`src/rtl/ppa_pkg.sv`:
```
// Package for the permuted priority arbiter: field widths, register indexes
// and reset values shared by the arbiter RTL and its testbench. No dependencies.
package ppa_pkg;

    localparam int MASK_W    = 8;   // eligibility vector width
    localparam int REQ_W     = 3;   // requester number width
    localparam int COUNT_W   = 4;   // requester_count register width
    localparam int ORDER_W   = 24;  // packed permutation width
    localparam int CURSOR_W  = 3;   // cursor and reset_cursor width
    localparam int CFG_IDX_W = 2;
    localparam int CFG_DATA_W = ORDER_W;
    localparam int TDATA_IN_W  = 8;
    localparam int TDATA_OUT_W = 8;

    // Hardware never scans more than eight slots, whatever the requester count.
    localparam int SLOT_LIMIT         = 8;
    localparam int REQUESTERS_DEFAULT = 8;

    localparam logic                   POLICY_RESET = 1'b0;
    localparam logic [COUNT_W-1:0]     COUNT_RESET  = 4'd8;
    localparam logic [ORDER_W-1:0]     ORDER_RESET  = 24'd16434824;
    localparam logic [CURSOR_W-1:0]    CURSOR_RESET = 3'd0;

    typedef enum logic [CFG_IDX_W-1:0] {
        CFG_POLICY_MODE     = 2'd0,
        CFG_REQUESTER_COUNT = 2'd1,
        CFG_PRIORITY_ORDER  = 2'd2,
        CFG_RESET_CURSOR    = 2'd3
    } cfg_index_t;

    typedef enum logic {
        POLICY_FIXED       = 1'b0,
        POLICY_ROUND_ROBIN = 1'b1
    } policy_t;

endpackage

```
`src/rtl/permuted_priority_arbiter_unit.sv`:
```
// Permuted priority arbiter top level: input register, single-pass grant
// selection and result register. Depends on ppa_pkg.
//
// Usage:
// - Slave stream (s_*) carries one eligibility vector per transaction; the
//   master stream (m_*) returns exactly one result per input transaction:
//   m_tuser flags a grant, m_tdata holds the granted requester number.
// - The search order is a permutation of slots, each naming a requester.
//   Fixed priority grants the first eligible requester in slot order; round
//   robin starts at the cursor slot and wraps within requester_count slots,
//   and a grant moves the cursor to the slot after the granted one.
// - Two register stages, input and result; the result register drives m_*.
//   One transaction is accepted every cycle unless a low m_tready stalls
//   the result register; the cursor update from one grant is ready for the
//   following item because selection and cursor update share one
//   combinational pass between the input and result registers.
// - When m_tready is low the result register holds, the input register fills,
//   and s_tready drops; no transaction is lost or repeated.
// - Reset (aresetn low, synchronous) empties both registers and returns all
//   configuration to its default; the cursor loads from reset_cursor there
//   and on every write of reset_cursor.
// - Configuration is written through cfg_wr_en/cfg_index/cfg_wr_data; the user
//   must write it only while the block is idle, which the block does not enforce.
module permuted_priority_arbiter_unit
    import ppa_pkg::*;
#(
    parameter int REQUESTERS = REQUESTERS_DEFAULT
) (
    input  logic                   aclk,
    input  logic                   aresetn,

    input  logic                   cfg_wr_en,
    input  logic [CFG_IDX_W-1:0]   cfg_index,
    input  logic [CFG_DATA_W-1:0]  cfg_wr_data,

    input  logic                   s_tvalid,
    output logic                   s_tready,
    input  logic [TDATA_IN_W-1:0]  s_tdata,   // [7:0] eligible_mask

    output logic                   m_tvalid,
    input  logic                   m_tready,
    output logic [TDATA_OUT_W-1:0] m_tdata,   // [2:0] granted_requester, [7:3] zero
    output logic                   m_tuser    // [0] grant_valid
);

    localparam int SLOTS = (REQUESTERS < SLOT_LIMIT) ? REQUESTERS : SLOT_LIMIT;

    // Configuration and cursor state
    logic                  policy_reg;
    logic [COUNT_W-1:0]    count_reg;
    logic [ORDER_W-1:0]    order_reg;
    logic [CURSOR_W-1:0]   reset_cursor_reg;
    logic [CURSOR_W-1:0]   cursor_reg;
    logic [CURSOR_W-1:0]   cursor_next;

    // Pipeline registers
    logic                  in_valid_reg;
    logic [MASK_W-1:0]     in_mask_reg;
    logic                  out_valid_reg;
    logic                  out_grant_reg;
    logic [REQ_W-1:0]      out_req_reg;

    logic                  out_ready;
    logic                  in_move;

    // Selection signals
    logic [COUNT_W-1:0]    cnt_eff;
    logic [MASK_W-1:0]     mask_eff;
    logic [SLOTS-1:0]      hit;
    logic [CURSOR_W-1:0]   origin;
    logic                  hi_found;
    logic [CURSOR_W-1:0]   hi_pos;
    logic [CURSOR_W-1:0]   lo_pos;
    logic                  found;
    logic [CURSOR_W-1:0]   where_pos;
    logic [REQ_W-1:0]      who;
    logic [COUNT_W-1:0]    where_inc;

    assign out_ready = !out_valid_reg || m_tready;
    assign in_move   = in_valid_reg && out_ready;
    assign s_tready  = !in_valid_reg || out_ready;

    always_comb begin
        if (count_reg == '0) begin
            cnt_eff = COUNT_W'(1);
        end else if (count_reg > COUNT_W'(SLOTS)) begin
            cnt_eff = COUNT_W'(SLOTS);
        end else begin
            cnt_eff = count_reg;
        end
    end

    // Requesters at or above the effective count never win.
    always_comb begin
        for (int r = 0; r < MASK_W; r++) begin
            mask_eff[r] = in_mask_reg[r] && (COUNT_W'(r) < cnt_eff);
        end
    end

    always_comb begin
        for (int p = 0; p < SLOTS; p++) begin
            hit[p] = (COUNT_W'(p) < cnt_eff) && mask_eff[order_reg[REQ_W*p +: REQ_W]];
        end
    end

    always_comb begin
        if (policy_reg == POLICY_ROUND_ROBIN && COUNT_W'(cursor_reg) < cnt_eff) begin
            origin = cursor_reg;
        end else begin
            origin = '0;
        end
    end

    // Round-robin scan: the lowest hit at or after the origin wins, otherwise
    // the scan wraps and the lowest hit overall wins.
    always_comb begin
        hi_found = 1'b0;
        hi_pos   = '0;
        lo_pos   = '0;
        for (int p = SLOTS - 1; p >= 0; p--) begin
            if (hit[p]) begin
                lo_pos = CURSOR_W'(p);
                if (CURSOR_W'(p) >= origin) begin
                    hi_found = 1'b1;
                    hi_pos   = CURSOR_W'(p);
                end
            end
        end
        found     = |hit;
        where_pos = hi_found ? hi_pos : lo_pos;
        who       = order_reg[REQ_W*where_pos +: REQ_W];
        where_inc = COUNT_W'(where_pos) + COUNT_W'(1);
    end

    always_comb begin
        cursor_next = cursor_reg;
        if (in_move && found && policy_reg == POLICY_ROUND_ROBIN) begin
            cursor_next = (where_inc >= cnt_eff) ? '0 : where_inc[CURSOR_W-1:0];
        end
        if (cfg_wr_en && cfg_index == CFG_RESET_CURSOR) begin
            cursor_next = cfg_wr_data[CURSOR_W-1:0];
        end
    end

    always_ff @(posedge aclk) begin
        if (!aresetn) begin
            policy_reg       <= POLICY_RESET;
            count_reg        <= COUNT_RESET;
            order_reg        <= ORDER_RESET;
            reset_cursor_reg <= CURSOR_RESET;
            cursor_reg       <= CURSOR_RESET;
        end else begin
            cursor_reg <= cursor_next;
            if (cfg_wr_en) begin
                case (cfg_index)
                    CFG_POLICY_MODE:     policy_reg       <= cfg_wr_data[0];
                    CFG_REQUESTER_COUNT: count_reg        <= cfg_wr_data[COUNT_W-1:0];
                    CFG_PRIORITY_ORDER:  order_reg        <= cfg_wr_data[ORDER_W-1:0];
                    CFG_RESET_CURSOR:    reset_cursor_reg <= cfg_wr_data[CURSOR_W-1:0];
                    default: ;
                endcase
            end
        end
    end

    always_ff @(posedge aclk) begin
        if (!aresetn) begin
            in_valid_reg  <= 1'b0;
            out_valid_reg <= 1'b0;
        end else begin
            if (s_tready) begin
                in_valid_reg <= s_tvalid;
            end
            if (out_ready) begin
                out_valid_reg <= in_valid_reg;
            end
        end
    end

    always_ff @(posedge aclk) begin
        if (s_tvalid && s_tready) begin
            in_mask_reg <= s_tdata[MASK_W-1:0];
        end
        if (in_move) begin
            out_grant_reg <= found;
            out_req_reg   <= found ? who : '0;
        end
    end

    assign m_tvalid = out_valid_reg;
    assign m_tuser  = out_grant_reg;
    assign m_tdata  = {{(TDATA_OUT_W - REQ_W){1'b0}}, out_req_reg};

    // An empty result register always lets the input side move on.
    a_ready_when_empty: assert property (@(posedge aclk) disable iff (!aresetn)
        !out_valid_reg |-> s_tready)
        else $error("input stalled with an empty result register");

    // Fixed priority never moves the cursor.
    a_fixed_keeps_cursor: assert property (@(posedge aclk) disable iff (!aresetn)
        in_move && policy_reg == POLICY_FIXED && !cfg_wr_en |=> $stable(cursor_reg))
        else $error("cursor moved in fixed-priority mode");

    // A round-robin grant leaves the cursor inside the active slot range.
    a_cursor_in_range: assert property (@(posedge aclk) disable iff (!aresetn)
        in_move && found && policy_reg == POLICY_ROUND_ROBIN && !cfg_wr_en
        |=> COUNT_W'(cursor_reg) < cnt_eff)
        else $error("cursor left the active slot range");

    // A reported requester is always one that was eligible and in range.
    a_grant_eligible: assert property (@(posedge aclk) disable iff (!aresetn)
        in_move && found |-> mask_eff[who])
        else $error("granted requester was not eligible");

    // Reset-cursor writes reload the cursor.
    a_cursor_reload: assert property (@(posedge aclk) disable iff (!aresetn)
        cfg_wr_en && cfg_index == CFG_RESET_CURSOR
        |=> cursor_reg == reset_cursor_reg)
        else $error("cursor not reloaded from reset_cursor");

endmodule

```
`config.mk`:
```
export PLATFORM = sky130hd
export DESIGN_NAME = permuted_priority_arbiter_unit
export DESIGN_NICKNAME = d
export VERILOG_FILES = /design/src/rtl/ppa_pkg.sv /design/src/rtl/permuted_priority_arbiter_unit.sv
export SDC_FILE = /design/constraint.sdc
export NUM_CORES = 1
export LEC_CHECK = 0
export ABC_AREA = 1
export BUFFER_PORTS_ARGS = -buffer_cell sky130_fd_sc_hd__buf_4
export CAP_MARGIN = 20
export CELL_PAD_IN_SITES_DETAIL_PLACEMENT = 0
export CELL_PAD_IN_SITES_GLOBAL_PLACEMENT = 1
export CORE_MARGIN = 2
export CORE_UTILIZATION = 38
export CTS_BUF_LIST = sky130_fd_sc_hd__clkbuf_2 sky130_fd_sc_hd__clkbuf_4 sky130_fd_sc_hd__clkbuf_8
export DETAILED_ROUTE_END_ITERATION = 10
export MAX_ROUTING_LAYER = met4
export PLACE_DENSITY = 0.83
export SLEW_MARGIN = 20
export SYNTH_ARGS = -nofsm -noshare
export SYNTH_HDL_FRONTEND = slang
export SYNTH_SLANG_ARGS = --single-unit
```
`constraint.sdc`:
```
create_clock -name aclk -period 3.8 [get_ports aclk]
set_input_delay 0.19 -clock aclk [delete_from_list [all_inputs] [get_ports aclk]]
set_output_delay 0.19 -clock aclk [all_outputs]
set_load 0.1 [all_outputs]
```
# Word-level counts from Yosys, hierarchy flattened
# Cells that the tools add are included.
[totals]
word_cells = 138
out_inout_bits = 11
reg_bits = 46
in_bits = 39
[classes]
shifts = 1
multipliers = 1
n_lt_le_gt_ge = 27
add_sub_neg = 1
mux = 63
n_reduce_logical = 33
n_eq_ne = 3
[op_table]
columns = ["operator", "n"]
rows = [
  ["two-way mux 3 bit", 29],
  ["< comparator 3 x 4 -> 1 bit (second input constant)", 8],
  ["binary-select mux 1 bit (select 3 bit)", 8],
  ["two-way mux 1 bit", 24],
  ["indexed part select 24 x 6 -> 3 bit", 1],
  ["logical AND 1 bit", 22],
  ["< comparator 3 x 4 -> 1 bit (first input constant)", 4],
  [">= comparator 3 bit (first input constant)", 4],
  ["< comparator 1 x 4 -> 1 bit (first input constant)", 2],
  ["< comparator 2 x 4 -> 1 bit (first input constant)", 2],
  ["two-way mux 4 bit", 2],
  ["OR reduction 8 bit", 1],
  [">= comparator 1 x 3 -> 1 bit (first input constant)", 2],
  [">= comparator 2 x 3 -> 1 bit (first input constant)", 2],
  ["AND reduction 2 bit", 3],
  ["multiplier 2 x 3 -> 5 bit (first input constant)", 1],
  ["adder 3 x 1 -> 4 bit (second input constant)", 1],
  ["== test 2 bit (second input constant)", 2],
  [">= comparator 4 bit", 1],
  ["greater-than comparator 4 bit (second input constant)", 1],
  ["logical NOT 4 bit", 1],
  ["< comparator 3 x 4 -> 1 bit", 1],
  ["== test 2 x 1 -> 1 bit (second input constant)", 1],
  ["logical NOT 1 bit", 2],
  ["3 further kinds", 4],
]

# Logic depth before layout (Yosys ltp)
# Gate-level depths: netlist (run 1).
[depth]
word_depth = 29
mapped_depth = 28

# Least setup slack after synthesis (run 1)
# Ideal clock, no wire load.
[synth_path]
path_kind = "reg-to-reg"
start = "register count_reg[3]"
end = "register cursor_reg[0]"
required_ps = 3726
setup_ps = 74
stages_incl_launch_ff = 25
arrival_ps = 3731
setup_slack_ps = -5
n_path_buf = 0
cell_sequence = "dfxtp_1 inv_2 o21ai_0 ha_1 nand2_1 nand2_1 nand2_2 nand3_1 a21oi_1 nand3b_1 nand2_1 nor2_2 inv_2 nor2_4 o21ai_0 nand2_1 inv_2 ha_1 ha_1 a21boi_0 o21a_1 o21a_1 nor4_1 nand2_1 a31oi_1"
[synth_between]
elab_chain_cells = 29
word_cells_on_any_way = 105
[synth_rtl]
columns = ["item", "line", "text"]
rows = [
  ["start, declared", "permuted_priority_arbiter_unit.sv:50", "logic [COUNT_W-1:0] count_reg;"],
  ["start signal, assigned", "permuted_priority_arbiter_unit.sv:157", "CFG_REQUESTER_COUNT: count_reg <= cfg_wr_data[COUNT_W-1:0];"],
  ["greater-than comparator 4 bit", "permuted_priority_arbiter_unit.sv:86", "end else if (count_reg > COUNT_W'(SLOTS)) begin"],
  ["two-way mux 4 bit", "permuted_priority_arbiter_unit.sv:86", ""],
  ["two-way mux 4 bit (*)", "permuted_priority_arbiter_unit.sv:84", "if (count_reg == '0) begin"],
  ["< comparator 3 x 4 -> 1 bit, or another cell as far along", "permuted_priority_arbiter_unit.sv:107", "if (policy_reg == POLICY_ROUND_ROBIN && COUNT_W'(cursor_reg) < cnt_eff) begin"],
  ["logical AND 1 bit (on tied branches)", "permuted_priority_arbiter_unit.sv:107, permuted_priority_arbiter_unit.sv:96", ""],
  ["two-way mux 3 bit or binary-select mux 1 bit (select 3 bit) (tied branches)", "permuted_priority_arbiter_unit.sv:107, permuted_priority_arbiter_unit.sv:102", ""],
  [">= comparator 3 bit or two-way mux 1 bit (tied branches)", "permuted_priority_arbiter_unit.sv:123, permuted_priority_arbiter_unit.sv:102", ""],
  ["two-way mux 3 bit, or another cell as far along", "permuted_priority_arbiter_unit.sv:123", "if (CURSOR_W'(p) >= origin) begin"],
  ["(+13 left out)", "--", ""],
  ["two-way mux 3 bit or two-way mux 1 bit (tied branches)", "permuted_priority_arbiter_unit.sv:123", ""],
  ["two-way mux 3 bit or two-way mux 1 bit (tied branches)", "permuted_priority_arbiter_unit.sv:121", "if (hit[p]) begin"],
  ["two-way mux 3 bit", "permuted_priority_arbiter_unit.sv:130", "where_pos = hi_found ? hi_pos : lo_pos;"],
  ["adder 3 x 1 -> 4 bit", "permuted_priority_arbiter_unit.sv:132", "where_inc = COUNT_W'(where_pos) + COUNT_W'(1);"],
  [">= comparator 4 bit", "permuted_priority_arbiter_unit.sv:138", "cursor_next = (where_inc >= cnt_eff) ? '0 : where_inc[CURSOR_W-1:0];"],
  ["two-way mux 3 bit", "permuted_priority_arbiter_unit.sv:138", ""],
  ["two-way mux 3 bit", "permuted_priority_arbiter_unit.sv:137", "if (in_move && found && policy_reg == POLICY_ROUND_ROBIN) begin"],
  ["two-way mux 3 bit", "permuted_priority_arbiter_unit.sv:140", "if (cfg_wr_en && cfg_index == CFG_RESET_CURSOR) begin"],
  ["end signal, assigned", "permuted_priority_arbiter_unit.sv:153", "cursor_reg <= cursor_next;"],
  ["end, declared", "permuted_priority_arbiter_unit.sv:53", "logic [CURSOR_W-1:0] cursor_reg;"],
]
# Every way passes the cells marked *; elsewhere a longest branch is shown, timed or not. The select of a mux whose other input is x is not followed.
# A chain may end at the register's enable or synchronous reset.

# Worst setup path in the final report (run 1)
[layout_path]
start = "register count_reg[0]"
end = "register cursor_reg[2]"
# The elaborated chain is that of the path after synthesis.

==> impl_results.md, run 1 <==
- RePlAce Congestion: 0.922
- CTS tree: done
- CTS Sinks: 46
- Reg2reg start: count_reg[0]
- Vias: 3317
- Post-synthesis instance area: 3100 sq um
- Element type at the critical path start: flip-flop
- Iteration-0 DRC Markers: 197
- Multi-input gate area: 1940 sq um
- Cell mode on critical path: nand2_1
- WL final: 9250 um
- Reg2Reg Depth: 24
- Largest net degree at the start of global routing: 30
- CP arrival: 3.81 ns
- Max-slew violation count: 0
- Post-synthesis compound-gate area fraction: 22.2%
- Total CTS buffers: 5
- Clk_skew: 0.00846 ns
- Yosys cell types: 39
- Pleak: 1.77 nW
- Largest family of logic cells by synthesized area: simple AND/OR/NAND/NOR gates
- Post-synth top flop: dfxtp_1
- Most frequent cells in the layout: 110 x nand2_1, 75 x buf_4, 47 x inv_1, 39 x o21ai_0, 35 x nand3_1
- # IOs: 50
- Critical path destination: cursor_reg[2]
- RSZ-0062 raised after global routing: true
- Max reg flops: 24
- Power density cells: 372 nW/um^2
- CP endpoint kind: flip-flop
- Area Growth Syn to Fin: 29.1%
- Largest stage delay on the critical path: 0.38 ns
- Via density: 5.23
- Clock latency on the worst-skew pair: 0.31 ns
- Share of cells above drive strength 1: 27.3%
- Clock root cell: clkbuf_8
- Hold Path Class: in2reg
- Global-route wire length before repair: 14800 um
- Routed WL per cell: 14.6 um
- Status: complete, no violations
- Die Height: 94.4 um
- Synth Area in Adders: 2.82%
- Initial core utilization: 39.7%
- Max-Cap Viols: 0
- Number of synthesized flops with an enable pin: 12
- Number of global-route vias before repair: 3007
- Worst path cell trace: nor3_4, o21ai_2, ha_1, nand2_1, nand2_1, nand2_2, nand3_2, a21oi_2, nand3b_1, nand2_2, nor2_4, inv_2, nor2_4, o21ai_1, nand2_1, inv_2, ha_4, ha_4, a21boi_2, o21a_1, o21a_1, nor4_4, nand2_1, a31oi_1
- Critical Path Start: count_reg[0]
- Seq/Total Area, Yosys: 33.5%
- Hold Vio Cnt, Final: 0
- Synth warnings: 0
- Max H-tree Level: 2
- Most common cell after layout, fill and taps aside: nand2_1
- Grt ovf: 0
- DRC errors left: 0
- Post-synthesis mux area share: 0%
- Simple-gate share of the synthesized area: 31.9%
- Initial antenna violation count: 0
- Max_slew headroom: 56.3%
- Reg clk slew, reported paths: 0.09 ns
- Longest Clk Path Bufs: 2
- All-Layer GR Usage: 22.1%
- ANT nets after route: 0
- Actual slew at the worst max-slew pin: 0.655 ns
- DIE AREA: 8900 sq um
- Fin nets: 577
- R2r setup slk: 0.22 ns
- Worst EP required: 4.03 ns
- Final core utilization: 51.3%
- R2r endpoint: cursor_reg[2]
- Final setup vio count: 0
- Hold Buf Count CTS: 0
- Pre-antenna DRT Iters: 4
- Core area: 7810 sq um
- FP Rows: 32
- Synth async-reset ratio: 0%
- Largest fanout on the critical path: 5
- Min Tclk post-route: 3.58 ns
- WS Path Type: reg2reg
- Port buffer count: 44
- Avg Cell Area, Syn: 6.78 sq um
- FF/Latch Area: 1060 sq um
- N_diodes: 0
- Post-synthesis cell count: 458
- Die X: 94.4 um
- Register bit count reported by yosys: 46
- Post-detail-place hpwl: 7080 um
- Final period utilization: 94.3%
- Synth Area in XOR/XNOR: 0.282%
- CP max-delay cell: dfxtp_4
- Total chip power: 1.49 mW
- Worst vdd ir: 0.198 mV
- Fill cell count: 811
- Achievable Freq: 279 MHz
## layout make-up
cell class	instances	area share (%)
Clock inverter	3	1.09
Tap cell	102	3.19
Sequential cell	46	26.4
Clock buffer	5	1.72
Multi-Input combinational cell	350	48.3
Timing Repair Buffer	76	14.3
Inverter	52	5.00
## cells in the mapped netlist, types with 3 or more instances
cell type  count  area (sq um)
nand2_1      116           435
inv_1         48           180
o21ai_0       42           210
nand3_1       37           185
nor2_1        35           131
dfxtp_1       34           681
a21oi_1       29           145
o211ai_1      20           150
edfxtp_1      12           360
nand2_2       10          62.6
clkbuf_1       7          26.3
ha_1           7          87.6
nor2_2         7          43.8
a31oi_1        5          31.3
buf_4          5          37.5
nor3_1         5          25.0
o21ai_1        5          25.0
o21ai_2        4          35.0
inv_2          3          11.3
o21bai_1       3          22.5
## stage by stage
| stage | instances | cell area, sq um | setup WS, ns | hold WS [ns] | TNS [ns] |
|---|---|---|---|---|---|
| finish | 634 | 4010 | 0.218 | 0.0540 | 0 |
| global route | 634 | 4010 | -0.0723 | 0.0376 | -0.137 |
| CTS | 626 | 3820 | 0.00513 | 0.0445 | 0 |
| detailed placement | 618 | 3670 | -0.136 | 0.369 | -0.383 |
| global placement | 618 | 3670 | 0.0257 | 0.368 | 0 |
| floorplan | 462 | 3120 | 0.0636 | 0.289 | 0 |
## layer usage
layer	vias up	wire (um)	global-route usage [%]	share of wire, %
li1	1678	-	-	-
met1	1512	4290	30.1	46
met2	107	4280	33.9	46
met3	20	465	2.63	5.0
met4	0	205	7.85	2.2
met5	-	0	-	0
## worst max-delay path: cells and delay by family (launching register included)
kind | cells | cell delay (ns)
adders and majority gates | 3 | 0.72
and+or+nand+nor | 12 | 1.36
buffers and inverters | 2 | 0.13
DFF | 1 | 0.38
AOI/OAI and AO/OA | 7 | 0.92
## where the power goes
group / internal, mW / switching, mW / total [mW]
Clock: 0.196 / 0.180 / 0.376
Combinational: 0.213 / 0.342 / 0.555
Sequential: 0.534 / 0.0266 / 0.560
## cell families (layout without fill, tap and decap cells)
group | count (synthesis) | count (layout)
other | 1 | 5
XOR/XNOR | 1 | 1
buffers and inverters | 66 | 136
flip-flops | 46 | 46
AO/OA/AOI/OAI | 116 | 116
AND/OR/NAND/NOR | 221 | 221
adder cells (fa/ha/maj) | 7 | 7
## worst min-delay path by stage
stage                endpoint  cells after the start  slack (ns)        from
2_1_floorplan  in_mask_reg[0]                      0        0.29  s_tdata[0]
3_3_place_gp   in_mask_reg[5]                      1        0.37  s_tdata[5]
3_5_place_dp   in_mask_reg[7]                      1        0.37  s_tdata[7]
4_1_cts        in_mask_reg[2]                      1        0.04  s_tdata[2]
5_1_grt        in_mask_reg[3]                      1        0.04  s_tdata[3]
6_report       in_mask_reg[5]                      1        0.05  s_tdata[5]
## repair_timing
item	in CTS	in global routing
buffers inserted	0	8
setup endpoints to repair	3	3
pin swaps	1	13
gates cloned	0	0
gates resized for setup	10	34
(Power assumes the default switching activity.)
==> inputs of run 2 (changes only) <==
Settings changed: CORE_MARGIN 2 to 4.
==> impl_results.md, run 2 (same netlist as run 1, synthesis figures left out) <==
- Largest fanout on the critical path: 4
- Most common cell after layout, fill and taps aside: nand2_1
- Sequential share of power: 35.8%
- Status: complete, no violations
- WS Path Type: reg2reg
- All-Layer GR Usage: 19.2%
- FP Rows: 32
- Clock root cell: clkbuf_8
- Worst vdd ir: 0.184 mV
- Post-detail-place hpwl: 7070 um
- Largest net degree at the start of global routing: 30
- Internal: 1.03 mW
- Fin nets: 574
- Achievable Freq: 275 MHz
- Initial antenna violation count: 0
- Worst EP required: 4.03 ns
- Die X: 98.4 um
- Clk_skew: 0.00515 ns
- Actual slew at the worst max-slew pin: 0.660 ns
- RSZ-0062 raised after global routing: true
- ANT nets after route: 0
- Max H-tree Level: 2
- Iteration-0 DRC Markers: 274
- # IOs: 50
- Min Tclk post-route: 3.63 ns
- N_diodes: 0
- Combinational share of power: 35.3%
- Max_slew headroom: 56.0%
- Total CTS buffers: 5
- RePlAce Congestion: 0.919
- Die Height: 98.4 um
- Total chip power: 1.56 mW
- Clock latency on the worst-skew pair: 0.30 ns
- Hold Path Class: in2reg
- Routed WL per cell: 14.2 um
- Initial core utilization: 39.5%
- Pre-antenna DRT Iters: 5
- CTS tree: done
- Via density: 5.13
- Final period utilization: 95.6%
- DIE AREA: 9680 sq um
- Share of cells above drive strength 1: 27.4%
- Grt ovf: 0
- Number of global-route vias before repair: 3051
- Clock share of power: 28.9%
- Vias: 3239
- DRC errors left: 0
- Element type at the critical path start: flip-flop
- Port buffer count: 44
- Max-slew violation count: 0
- Switching share of total power: 34.1%
- Area Growth Syn to Fin: 29.9%
- Final setup vio count: 0
- CTS Sinks: 46
- WL final: 8990 um
- Power density cells: 387 nW/um^2
- Max reg flops: 24
- Final core utilization: 51.4%
- CP endpoint kind: flip-flop
- Reg clk slew, reported paths: 0.09 ns
- Core area: 7850 sq um
- Pleak: 1.80 nW
- Max-Cap Viols: 0
- Global-route wire length before repair: 14800 um
- CP arrival: 3.87 ns
- Most frequent cells in the layout: 110 x nand2_1, 72 x buf_4, 48 x inv_1, 40 x o21ai_0, 35 x nand3_1
- Longest Clk Path Bufs: 2
- Hold Vio Cnt, Final: 0
- Switching power: 0.532 mW
[run 2: metal layers]
layer	global-route usage (%)	share of wire (%)	up-vias
met3	2.57	4.3	15
met4	5.57	1.9	0
met5	-	0	-
met1	26.2	47	1472
met2	29.7	46	80
li1	-	-	1672
[run 2: final timing paths]
| path | start | to | slack (ns) | cells after the start |
|---|---|---|---|---|
| worst max-delay path | count_reg[0] | cursor_reg[2] | 0.17 | 24 |
| worst min register to register | in_valid_reg | m_tvalid | 0.49 | 2 |
| worst max register to register | count_reg[0] | cursor_reg[2] | 0.17 | 24 |
| worst min-delay path | s_tdata[0] | in_mask_reg[0] | 0.05 | 1 |
[run 2: area by class of cell]
type | count | area [sq um]
Clock inverter | 2 | 60.1
Multi-Input combinational cell | 350 | 1960
Fill cell | 819 | 3820
Clock buffer | 6 | 82.6
Inverter | 52 | 195
Sequential cell | 46 | 1060
Timing Repair Buffer | 73 | 552
Tap cell | 102 | 128
[run 2: power groups by stage]
stage / clock network, mW / registers (mW) / logic, mW
floorplan: 0 / 0.599 / 0.318
CTS: 0.459 / 0.558 / 0.506
global placement: 0 / 0.568 / 0.498
global route: 0.489 / 0.563 / 0.615
detailed placement: 0 / 0.569 / 0.502
finish: 0.450 / 0.559 / 0.550
[run 2: worst max-delay path, stage by stage, from the launching register on]
cell      delay, ns
dfxtp_4        0.37
nor3_4         0.18
o21ai_2        0.10
ha_1           0.27
nand2_1        0.07
nand2_1        0.06
nand2_2        0.10
nand3_2        0.10
a21oi_2        0.14
nand3b_1       0.15
nand2_2        0.09
nor2_4         0.13
inv_2          0.05
nor2_4         0.13
o21ai_2        0.07
nand2_2        0.07
inv_2          0.05
ha_4           0.27
ha_4           0.18
a21boi_2       0.14
o21a_1         0.16
o21a_1         0.21
nor4_4         0.18
nand2_1        0.11
a31oi_1        0.16
[run 2: timing repair]
| action | in CTS | in global routing |
|---|---|---|
| endpoints found under the setup margin | 3 | 3 |
| hold buffers | 0 | 0 |
| gates resized for setup | 5 | 40 |
| pin swaps | 0 | 15 |
| endpoints found under the hold margin | 0 | 0 |
| setup buffers | 0 | 3 |
[run 2: through the flow]
stage / setup slack, ns / cell area, sq um / setup TNS (ns) / std cells / hold WS, ns
after floorplan: 0.0636 / 3120 / 0 / 462 / 0.289
after global placement: 0.00418 / 3690 / 0 / 620 / 0.368
after detailed placement: -0.162 / 3690 / -0.466 / 620 / 0.369
after CTS: 0.00396 / 3840 / 0 / 628 / 0.0502
after global routing: -0.111 / 4030 / -0.255 / 631 / 0.0407
final: 0.167 / 4030 / 0 / 631 / 0.0545
